`src/sv/clcd_pkg.sv`:
```
// Shared types and constants for the character display text buffer.
// Holds geometry, opcodes, character limits and the sequencer microcode.
// No dependencies.
`default_nettype none

package clcd_pkg;

  localparam int unsigned ROWS  = 2;
  localparam int unsigned COLS  = 16;
  localparam int unsigned CELLS = ROWS * COLS;

  localparam int unsigned ROW_W = 1;
  localparam int unsigned COL_W = 4;
  localparam int unsigned IDX_W = 5;
  localparam int unsigned CH_W  = 8;
  localparam int unsigned OP_W  = 3;
  localparam int unsigned TROW_W = 4;
  localparam int unsigned TCOL_W = 6;

  localparam logic [CH_W-1:0] CH_LOW   = 8'd32;
  localparam logic [CH_W-1:0] CH_HIGH  = 8'd126;
  localparam logic [CH_W-1:0] CH_SPACE = 8'h20;

  typedef enum logic [OP_W-1:0] {
    OP_WRITE     = 3'd0,
    OP_CLEAR     = 3'd1,
    OP_CLEAR_EOL = 3'd2,
    OP_DOWN      = 3'd3,
    OP_UP        = 3'd4,
    OP_RIGHT     = 3'd5,
    OP_LEFT      = 3'd6,
    OP_SET_POS   = 3'd7
  } opcode_t;

  // Microcode step addresses
  typedef logic [1:0] step_t;
  localparam step_t STEP_IDLE   = 2'd0;
  localparam step_t STEP_EXEC   = 2'd1;
  localparam step_t STEP_DUMP   = 2'd2;
  localparam step_t STEP_STATUS = 2'd3;

  typedef enum logic [1:0] {
    COND_IN_ACC    = 2'd0,
    COND_NO_DUMP   = 2'd1,
    COND_DUMP_DONE = 2'd2,
    COND_SLOT_FREE = 2'd3
  } cond_t;

  typedef struct packed {
    logic  take_in;
    logic  exec;
    logic  emit_dump;
    logic  emit_status;
    cond_t cond;
    step_t target;
    logic  advance;   // on a false condition: 1 step ahead, 0 hold
  } ucode_t;

  function automatic ucode_t ucode_rom(step_t s);
    ucode_t w;
    w = '0;
    unique case (s)
      STEP_IDLE: begin
        w.take_in = 1'b1;
        w.cond    = COND_IN_ACC;
        w.target  = STEP_EXEC;
      end
      STEP_EXEC: begin
        w.exec    = 1'b1;
        w.cond    = COND_NO_DUMP;
        w.target  = STEP_STATUS;
        w.advance = 1'b1;
      end
      STEP_DUMP: begin
        w.emit_dump = 1'b1;
        w.cond      = COND_DUMP_DONE;
        w.target    = STEP_IDLE;
      end
      STEP_STATUS: begin
        w.emit_status = 1'b1;
        w.cond        = COND_SLOT_FREE;
        w.target      = STEP_IDLE;
      end
    endcase
    return w;
  endfunction

endpackage

`default_nettype wire

```
`src/sv/clcd_cmd_if.sv`:
```
// Command channel of the character display text buffer.
// Valid/ready handshake with the command fields; uses clcd_pkg widths.
`default_nettype none

interface clcd_cmd_if;
  logic                         valid;
  logic                         ready;
  logic [clcd_pkg::OP_W-1:0]    opcode;
  logic [clcd_pkg::CH_W-1:0]    char_code;
  logic [clcd_pkg::TROW_W-1:0]  target_row;
  logic [clcd_pkg::TCOL_W-1:0]  target_column;

  modport source (output valid, opcode, char_code, target_row, target_column,
                  input ready);
  modport sink   (input valid, opcode, char_code, target_row, target_column,
                  output ready);
endinterface

`default_nettype wire

```
`src/sv/clcd_res_if.sv`:
```
// Result channel of the character display text buffer.
// Valid/ready handshake with dump cell and status fields; uses clcd_pkg widths.
`default_nettype none

interface clcd_res_if;
  logic                         valid;
  logic                         ready;
  logic                         is_dump;
  logic [clcd_pkg::CH_W-1:0]    cell_char;
  logic [clcd_pkg::IDX_W-1:0]   cell_index;
  logic                         last;
  logic                         ok;
  logic                         pos_error;
  logic [clcd_pkg::ROW_W-1:0]   cursor_row;
  logic [clcd_pkg::COL_W-1:0]   cursor_column;

  modport source (output valid, is_dump, cell_char, cell_index, last, ok,
                  pos_error, cursor_row, cursor_column, input ready);
  modport sink   (input valid, is_dump, cell_char, cell_index, last, ok,
                  pos_error, cursor_row, cursor_column, output ready);
endinterface

`default_nettype wire

```
`src/sv/char_lcd_text_buffer_core.sv`:
```
// Character display text buffer (2 x 16 cells) with cursor and position error.
//
// Channels: cmd takes one command item (opcode, char_code, target_row,
// target_column); res returns result items. A command that prints answers
// with 32 items, one per cell in index order, last set on cell 31. A command
// that does not print (unprintable char, set position out of range) answers
// with one status item. Every item of a command carries the cursor, ok and
// the sticky pos_error flag as they stand after the command.
//
// Timing: a small microcode program steps through idle, execute, dump and
// status. A command is taken in the idle step, executes in the next cycle,
// and its cells leave the output register one per cycle while res.ready is
// high; the next command is taken only once its last item has been loaded.
// The single dump pointer sets this rate.
// Reset (synchronous, rst high): all cells hold a space, cursor at row 0
// column 0, error flag clear, output register empty, cmd.ready low.
// Stall: while res.ready is low the current item holds in the output register
// and the sequencer waits; the last item of a command may still wait there
// while the next command is taken.
// Depends on clcd_pkg, clcd_cmd_if, clcd_res_if.
`default_nettype none

module char_lcd_text_buffer_core (
  input  logic        clk,
  input  logic        rst,
  clcd_cmd_if.sink    cmd,
  clcd_res_if.source  res
);

  localparam int unsigned IW = clcd_pkg::IDX_W;
  localparam logic signed [IW+1:0] OFS_ROW = (IW+2)'(clcd_pkg::COLS);
  localparam logic signed [IW+1:0] OFS_ONE = (IW+2)'(1);
  localparam logic signed [IW+1:0] POS_MAX = (IW+2)'(clcd_pkg::CELLS - 1);
  localparam logic [IW-1:0]        IDX_LAST = IW'(clcd_pkg::CELLS - 1);

  // Sequencer
  clcd_pkg::step_t  step, step_next;
  clcd_pkg::ucode_t uc;
  logic             cond_hit;

  // Latched command
  clcd_pkg::opcode_t                 op_q;
  logic [clcd_pkg::CH_W-1:0]         char_q;
  logic [clcd_pkg::TROW_W-1:0]       trow_q;
  logic [clcd_pkg::TCOL_W-1:0]       tcol_q;

  // Buffer and cursor state
  logic [clcd_pkg::CH_W-1:0]   text [clcd_pkg::CELLS];
  logic [clcd_pkg::ROW_W-1:0]  cur_row, cur_row_next;
  logic [clcd_pkg::COL_W-1:0]  cur_col, cur_col_next;
  logic                        error_flag, error_flag_next;
  logic                        ok_q, ok_next;
  logic [IW-1:0]               dump_counter;

  // Output register
  logic                        res_valid;
  logic                        res_is_dump;
  logic [clcd_pkg::CH_W-1:0]   res_char;
  logic [IW-1:0]               res_index;
  logic                        res_last;
  logic                        res_ok;
  logic                        res_err;
  logic [clcd_pkg::ROW_W-1:0]  res_row;
  logic [clcd_pkg::COL_W-1:0]  res_col;

  // Execute datapath
  logic                 printable;
  logic                 set_bad;
  logic                 exec_dump;
  logic                 do_move;
  logic signed [IW+1:0] offset;
  logic signed [IW+1:0] moved;
  logic [IW-1:0]        cur_pos;
  logic [IW-1:0]        new_pos;
  logic                 move_ok;

  logic slot_free;
  logic in_acc;
  logic dump_load;
  logic status_load;

  assign uc        = clcd_pkg::ucode_rom(step);
  assign slot_free = !res_valid || res.ready;
  assign in_acc    = uc.take_in && cmd.valid;
  assign dump_load   = uc.emit_dump && slot_free;
  assign status_load = uc.emit_status && slot_free;

  assign cmd.ready = uc.take_in && !rst;

  assign printable = (char_q >= clcd_pkg::CH_LOW) && (char_q <= clcd_pkg::CH_HIGH);
  assign set_bad   = (trow_q > clcd_pkg::TROW_W'(clcd_pkg::ROWS - 1)) ||
                     (tcol_q > clcd_pkg::TCOL_W'(clcd_pkg::COLS - 1));
  assign exec_dump = !((op_q == clcd_pkg::OP_WRITE && !printable) ||
                       (op_q == clcd_pkg::OP_SET_POS && set_bad));
  assign cur_pos   = IW'(cur_row) * IW'(clcd_pkg::COLS) + IW'(cur_col);

  always_comb begin
    do_move = 1'b0;
    offset  = OFS_ONE;
    unique case (op_q)
      clcd_pkg::OP_WRITE: begin
        do_move = printable;
        offset  = OFS_ONE;
      end
      clcd_pkg::OP_DOWN: begin
        do_move = 1'b1;
        offset  = OFS_ROW;
      end
      clcd_pkg::OP_UP: begin
        do_move = 1'b1;
        offset  = -OFS_ROW;
      end
      clcd_pkg::OP_RIGHT: begin
        do_move = 1'b1;
        offset  = OFS_ONE;
      end
      clcd_pkg::OP_LEFT: begin
        do_move = 1'b1;
        offset  = -OFS_ONE;
      end
      default: begin
        do_move = 1'b0;
        offset  = OFS_ONE;
      end
    endcase
  end

  // Cursor moves work on the flat cell position; rows carry naturally
  always_comb begin
    moved   = $signed({2'b00, cur_pos}) + offset;
    move_ok = 1'b1;
    if (moved < 0) begin
      new_pos = '0;
      move_ok = 1'b0;
    end else if (moved > POS_MAX) begin
      new_pos = IDX_LAST;
      move_ok = 1'b0;
    end else begin
      new_pos = moved[IW-1:0];
    end
  end

  always_comb begin
    cur_row_next    = cur_row;
    cur_col_next    = cur_col;
    error_flag_next = error_flag;
    ok_next         = 1'b1;
    if (do_move) begin
      cur_row_next = clcd_pkg::ROW_W'(new_pos / clcd_pkg::COLS);
      cur_col_next = clcd_pkg::COL_W'(new_pos % clcd_pkg::COLS);
      ok_next      = move_ok;
      if (!move_ok) begin
        error_flag_next = 1'b1;
      end
    end else if (op_q == clcd_pkg::OP_WRITE) begin
      ok_next = 1'b0;   // unprintable, nothing changes
    end else if (op_q == clcd_pkg::OP_CLEAR) begin
      cur_row_next = '0;
      cur_col_next = '0;
    end else if (op_q == clcd_pkg::OP_SET_POS) begin
      if (set_bad) begin
        error_flag_next = 1'b1;
        ok_next         = 1'b0;
      end else begin
        cur_row_next = clcd_pkg::ROW_W'(trow_q);
        cur_col_next = clcd_pkg::COL_W'(tcol_q);
      end
    end
  end

  always_comb begin
    unique case (uc.cond)
      clcd_pkg::COND_IN_ACC:    cond_hit = in_acc;
      clcd_pkg::COND_NO_DUMP:   cond_hit = !exec_dump;
      clcd_pkg::COND_DUMP_DONE: cond_hit = slot_free && (dump_counter == IDX_LAST);
      clcd_pkg::COND_SLOT_FREE: cond_hit = slot_free;
    endcase
    if (cond_hit) begin
      step_next = uc.target;
    end else if (uc.advance) begin
      step_next = step + clcd_pkg::step_t'(1);
    end else begin
      step_next = step;
    end
  end

  // Text store: single write for a char, bulk writes for clears
  always_ff @(posedge clk) begin
    if (rst) begin
      for (int i = 0; i < clcd_pkg::CELLS; i++) begin
        text[i] <= clcd_pkg::CH_SPACE;
      end
    end else if (uc.exec) begin
      if (op_q == clcd_pkg::OP_WRITE && printable) begin
        text[cur_pos] <= char_q;
      end else if (op_q == clcd_pkg::OP_CLEAR) begin
        for (int i = 0; i < clcd_pkg::CELLS; i++) begin
          text[i] <= clcd_pkg::CH_SPACE;
        end
      end else if (op_q == clcd_pkg::OP_CLEAR_EOL) begin
        for (int i = 0; i < clcd_pkg::CELLS; i++) begin
          if ((clcd_pkg::ROW_W'(i / clcd_pkg::COLS) == cur_row) &&
              (clcd_pkg::COL_W'(i % clcd_pkg::COLS) >= cur_col)) begin
            text[i] <= clcd_pkg::CH_SPACE;
          end
        end
      end
    end
  end

  always_ff @(posedge clk) begin
    if (rst) begin
      step         <= clcd_pkg::STEP_IDLE;
      cur_row      <= '0;
      cur_col      <= '0;
      error_flag   <= 1'b0;
      ok_q         <= 1'b0;
      dump_counter <= '0;
      res_valid    <= 1'b0;
    end else begin
      step <= step_next;
      if (in_acc) begin
        op_q   <= clcd_pkg::opcode_t'(cmd.opcode);
        char_q <= cmd.char_code;
        trow_q <= cmd.target_row;
        tcol_q <= cmd.target_column;
      end
      if (uc.exec) begin
        cur_row    <= cur_row_next;
        cur_col    <= cur_col_next;
        error_flag <= error_flag_next;
        ok_q       <= ok_next;
      end
      if (dump_load || status_load) begin
        res_valid <= 1'b1;
      end else if (res.ready) begin
        res_valid <= 1'b0;
      end
      if (dump_load) begin
        res_is_dump  <= 1'b1;
        res_char     <= text[dump_counter];
        res_index    <= dump_counter;
        res_last     <= (dump_counter == IDX_LAST);
        dump_counter <= (dump_counter == IDX_LAST) ? '0 : dump_counter + IW'(1);
      end else if (status_load) begin
        res_is_dump <= 1'b0;
        res_char    <= '0;
        res_index   <= '0;
        res_last    <= 1'b1;
      end
      if (dump_load || status_load) begin
        res_ok  <= ok_q;
        res_err <= error_flag;
        res_row <= cur_row;
        res_col <= cur_col;
      end
    end
  end

  assign res.valid         = res_valid;
  assign res.is_dump       = res_is_dump;
  assign res.cell_char     = res_char;
  assign res.cell_index    = res_index;
  assign res.last          = res_last;
  assign res.ok            = res_ok;
  assign res.pos_error     = res_err;
  assign res.cursor_row    = res_row;
  assign res.cursor_column = res_col;

endmodule

`default_nettype wire

```
`src/flat_wrapper.sv`:
```
// flat-port wrapper written by rule: the top's interface ports become plain ports
module char_lcd_text_buffer_core_flat 
  (clk, rst, cmd_valid, cmd_opcode, cmd_char_code, cmd_target_row, cmd_target_column, cmd_ready, res_valid, res_is_dump, res_cell_char, res_cell_index, res_last, res_ok, res_pos_error, res_cursor_row, res_cursor_column, res_ready);
  clcd_cmd_if cmd_i ();
  clcd_res_if res_i ();
  input  logic clk;
  input  logic rst;
  input wire logic [$bits(cmd_i.valid)-1:0] cmd_valid;
  input wire logic [$bits(cmd_i.opcode)-1:0] cmd_opcode;
  input wire logic [$bits(cmd_i.char_code)-1:0] cmd_char_code;
  input wire logic [$bits(cmd_i.target_row)-1:0] cmd_target_row;
  input wire logic [$bits(cmd_i.target_column)-1:0] cmd_target_column;
  output wire logic [$bits(cmd_i.ready)-1:0] cmd_ready;
  output wire logic [$bits(res_i.valid)-1:0] res_valid;
  output wire logic [$bits(res_i.is_dump)-1:0] res_is_dump;
  output wire logic [$bits(res_i.cell_char)-1:0] res_cell_char;
  output wire logic [$bits(res_i.cell_index)-1:0] res_cell_index;
  output wire logic [$bits(res_i.last)-1:0] res_last;
  output wire logic [$bits(res_i.ok)-1:0] res_ok;
  output wire logic [$bits(res_i.pos_error)-1:0] res_pos_error;
  output wire logic [$bits(res_i.cursor_row)-1:0] res_cursor_row;
  output wire logic [$bits(res_i.cursor_column)-1:0] res_cursor_column;
  input wire logic [$bits(res_i.ready)-1:0] res_ready;
  assign cmd_i.valid = cmd_valid;
  assign cmd_i.opcode = cmd_opcode;
  assign cmd_i.char_code = cmd_char_code;
  assign cmd_i.target_row = cmd_target_row;
  assign cmd_i.target_column = cmd_target_column;
  assign cmd_ready = cmd_i.ready;
  assign res_valid = res_i.valid;
  assign res_is_dump = res_i.is_dump;
  assign res_cell_char = res_i.cell_char;
  assign res_cell_index = res_i.cell_index;
  assign res_last = res_i.last;
  assign res_ok = res_i.ok;
  assign res_pos_error = res_i.pos_error;
  assign res_cursor_row = res_i.cursor_row;
  assign res_cursor_column = res_i.cursor_column;
  assign res_i.ready = res_ready;
  char_lcd_text_buffer_core u_core (.clk(clk), .rst(rst), .cmd(cmd_i), .res(res_i));
endmodule
```
`config.mk`:
```
export PLATFORM = sky130hd
export DESIGN_NAME = char_lcd_text_buffer_core_flat
export DESIGN_NICKNAME = d
export VERILOG_FILES = /design/src/sv/clcd_pkg.sv /design/src/sv/clcd_cmd_if.sv /design/src/sv/clcd_res_if.sv /design/src/sv/char_lcd_text_buffer_core.sv /design/src/flat_wrapper.sv
export SDC_FILE = /design/constraint.sdc
export NUM_CORES = 1
export LEC_CHECK = 0
export ABC_AREA = 0
export BUFFER_PORTS_ARGS = -buffer_cell sky130_fd_sc_hd__buf_2
export CORE_MARGIN = 2
export CORE_UTILIZATION = 56
export DETAILED_ROUTE_END_ITERATION = 16
export PLACE_DENSITY_LB_ADDON = 0.25
export SLEW_MARGIN = 20
export SYNTH_ARGS = -nofsm -noshare
export SYNTH_HDL_FRONTEND = slang
export SYNTH_SLANG_ARGS = --single-unit
```
`constraint.sdc`:
```
create_clock -name clk -period 2.6 [get_ports clk]
set_clock_uncertainty 0.2 [all_clocks]
set_input_delay 0.39 -clock clk [delete_from_list [all_inputs] [get_ports clk]]
set_output_delay 0.39 -clock clk [all_outputs]
set_load 0.01 [all_outputs]
```
==> run_results.csv <==
group,metric,value,unit
outcome,outcome,"finished, violations left",
outcome,violations,"negative setup slack",
die,dieArea,27300,um2
global_route,overflow,0,
timing,holdWs,0.104,ns
detailed_routing,drtIter0Drc,936,
cells_and_area,drive_above_1_share,29.7,%
worst_setup_path,crit_arrival,2.70,ns
worst_setup_path,cp-end-kind,"flip-flop",
worst_setup_path,r2r-end,"u_core.text[5][5]",
synth,yosys_warnings,0,
timing,tightest_slew,0.853,ns
global_route,grt_usage,26.2,%
worst_setup_path,startpoint,"u_core.char_q[6]",
detailed_routing,drc,0,
pwr,total_power,14.0,mW
detailed_routing,wl_met3,2.14,mm
pwr,irDropWorstVdd,0.663,mV
place,hpwl,22.5,mm
detailed_routing,drtPass1Iterations,5,
cts,cts_buffer_depth,3,
die,start_util,57.4,%
detailed_routing,wl_met1,14.2,mm
timing,setup-tns-final,-1.10,ns
cts,clkSinkCount,319,
die,die_h,165,um
synth,yosysTopAreaCellShare,61.8,%
worst_setup_path,path_max_fanout,5,
cts,cts_tree,"done",
cells_and_area,num_antenna_cells,0,
global_route,grt_pass1_vias,9294,
timing,layout_setup_ws,-0.0507,ns
synth,synth-async-reset-ratio,0,%
worst_setup_path,reg2regPathDepth,6,
worst_setup_path,critPathKind,"flip-flop to flip-flop",
timing,hold_viol,0,
cts,clkTransAtPathRegs,0.06,ns
synth,synth_common_cells,"edfxtp_1, and2_1, mux4_2",
synth,synth-main-ff-cell,"edfxtp_1",
die,die_width,165,um
worst_setup_path,start_kind,"flip-flop",
timing,rsz0062_at_grt,"yes",
synth,avgSynthCellArea,14.8,um2
cells_and_area,nets,1214,
detailed_routing,wl_per_cell,22.4,um
detailed_routing,routed_wl,34.3,mm
synth,synth-seq-area-share,64.5,%
worst_hold_path,hold_path.class,"primary input to flip-flop",
timing,max_freq,377,MHz
worst_setup_path,worstReg2RegStart,"u_core.char_q[6]",
cts,h-tree-depth,2,
detailed_routing,ant_nets,0,
job,drv_cap,0,
timing,relSlewSlack,42.4,%
cts,cts_buffers,34,
synth,synthesis.area,14500,um2
synth,yosys-top-cells-area,"edfxtp_1, mux4_2, and2_1, dfxtp_1, clkbuf_1",
place,place_congestion,0.876,
detailed_routing,wl_met2,16.8,mm
synth,syn_inst,984,
timing,min_period,2.65,ns
worst_setup_path,worstSetupEndpoint,"u_core.text[5][5]",
detailed_routing,vias,9102,
detailed_routing,via_per_inst,5.95,
synth,synth_edf_count,299,
cts,insertion_delay,0.51,ns
pwr,pwr_density_cell,776,nW/um2
global_route,grt_pass1_wl,52.9,mm
timing,fin_crit_sh,102,%
detailed_routing,maxUsedRoutingLayer,"met4",
die,row_count,58,
global_route,grt_max_degree,33,
die,top_level_ports,49,
timing,setup_viol,73,
place,io_buffers,48,
synth,ys_types,57,
synth,synth.ff_latch_count,319,
pwr,power_leakage,6.38,nW
timing,slew_viol_final,0,
cts,clockRootBuffer,"clkbuf_16",
worst_setup_path,rrSetupSlack,-0.05,ns
synth,synth.most_common_cell,"edfxtp_1",
worst_setup_path,worstPathRequired,2.65,ns
cells_and_area,area_growth,23.9,%
die,core,25300,um2
synth,synth_top_area_cell,"edfxtp_1",
global_route,antenna_found_initial,0,
worst max-delay path, stage by stage, from the launching register on:
cell	delay [ns]
edfxtp_1	0.43
and4_4	0.18
a211o_4	0.36
or4b_4	0.61
buf_12	0.17
buf_6	0.12
or3_1	0.31
placed cells by master, fill, tap and decap left out, types with 11 or more instances in the layout:
cell type and instances:
a21oi_1 11, buf_4 108, a31oi_1 16, o21ai_0 17
and2_1 196, edfxtp_1 299, mux4_2 64, clkbuf_16 37
buf_12 17, or3_1 36, nor2_1 32, nand2_1 19
buf_2 48, dlygate4sd3_1 21, conb_1 32, dfxtp_1 18
a22oi_1 16
cell type report:
class | instances | area (um2)
Clock buffer | 46 | 990
Clock inverter | 15 | 124
Fill cell | 1585 | 7310
Inverter | 6 | 22.5
Multi-Input combinational cell | 613 | 5390
Sequential cell | 319 | 9380
Tap cell | 330 | 413
Timing Repair Buffer | 202 | 1700
power breakdown:
group          total, mW  switching [mW]  internal (mW)  leakage [nW]
Sequential          6.33           0.206           6.13          3.08
Clock               4.77            1.90           2.87         0.547
Combinational       2.87            1.64           1.23          2.75
worst min-delay path by stage:
stage / start / end / slack, ns / depth (start not counted)
final: rst / u_core.res.valid / 0.10 / 3
after global routing: rst / u_core.res.valid / 0.11 / 3
after CTS: rst / u_core.res.valid / 0.08 / 3
after detailed placement: u_core.ok_q / u_core.res.ok / 0.23 / 0
after global placement: u_core.ok_q / u_core.res.ok / 0.22 / 0
after floorplan: u_core.ok_q / u_core.res.ok / 0.20 / 0
through the flow:
step / util, % / instance area [um2] / worst slack (ns) / instances
after global routing: 71.1 / 18000 / -0.196 / 1531
after floorplan: - / 14800 / -0.154 / 1015
after detailed placement: 64.0 / 16200 / -0.171 / 1433
after global placement: 64.0 / 16200 / -0.0789 / 1433
after CTS: 70.2 / 17800 / -0.0322 / 1525
final: 71.1 / 18000 / -0.0507 / 1531
metal layers:
| metal | vias to the layer above | global-route usage [%] |
|---|---|---|
| met3 | 68 | 4.27 |
| met4 | 0 | 9.41 |
| met5 | - | 0 |
| met1 | 4562 | 36.2 |
| met2 | 336 | 42.5 |
| li1 | 4136 | - |
logic make-up (layout without fill, tap and decap cells):
| logic type | count (synthesis) | count (layout) | synth area share [%] |
|---|---|---|---|
| other | 1 | 32 | 0.0258 |
| AND/OR/NAND/NOR | 358 | 358 | 14.9 |
| adder cells (fa/ha/maj) | 13 | 13 | 1.17 |
| XOR/XNOR | 2 | 2 | 0.121 |
| AO/OA/AOI/OAI | 135 | 135 | 6.51 |
| flip-flops | 319 | 319 | 64.5 |
| multiplexers | 73 | 73 | 10.5 |
| buffers and inverters | 83 | 269 | 2.25 |
state kept, by name (all words and copies together) (netlist names), 5 cells and up, named ones only:
register	cells
u_core.char_q	8
u_core.dump_counter	5
u_core.res.cell_char	8
u_core.res.cell_index	5
u_core.tcol_q	6
u_core.text	256
timing repair:
item | 4_1_cts | 5_1_grt
cloned | 0 | 0
endpoints found under the hold margin | 21 | 0
setup endpoints to repair | 251 | 341
hold buffers | 21 | 0
pin swaps | 9 | 15
buffers inserted | 10 | 6
gates resized for setup | 25 | 36
Power figures use the tool's default switching activity.
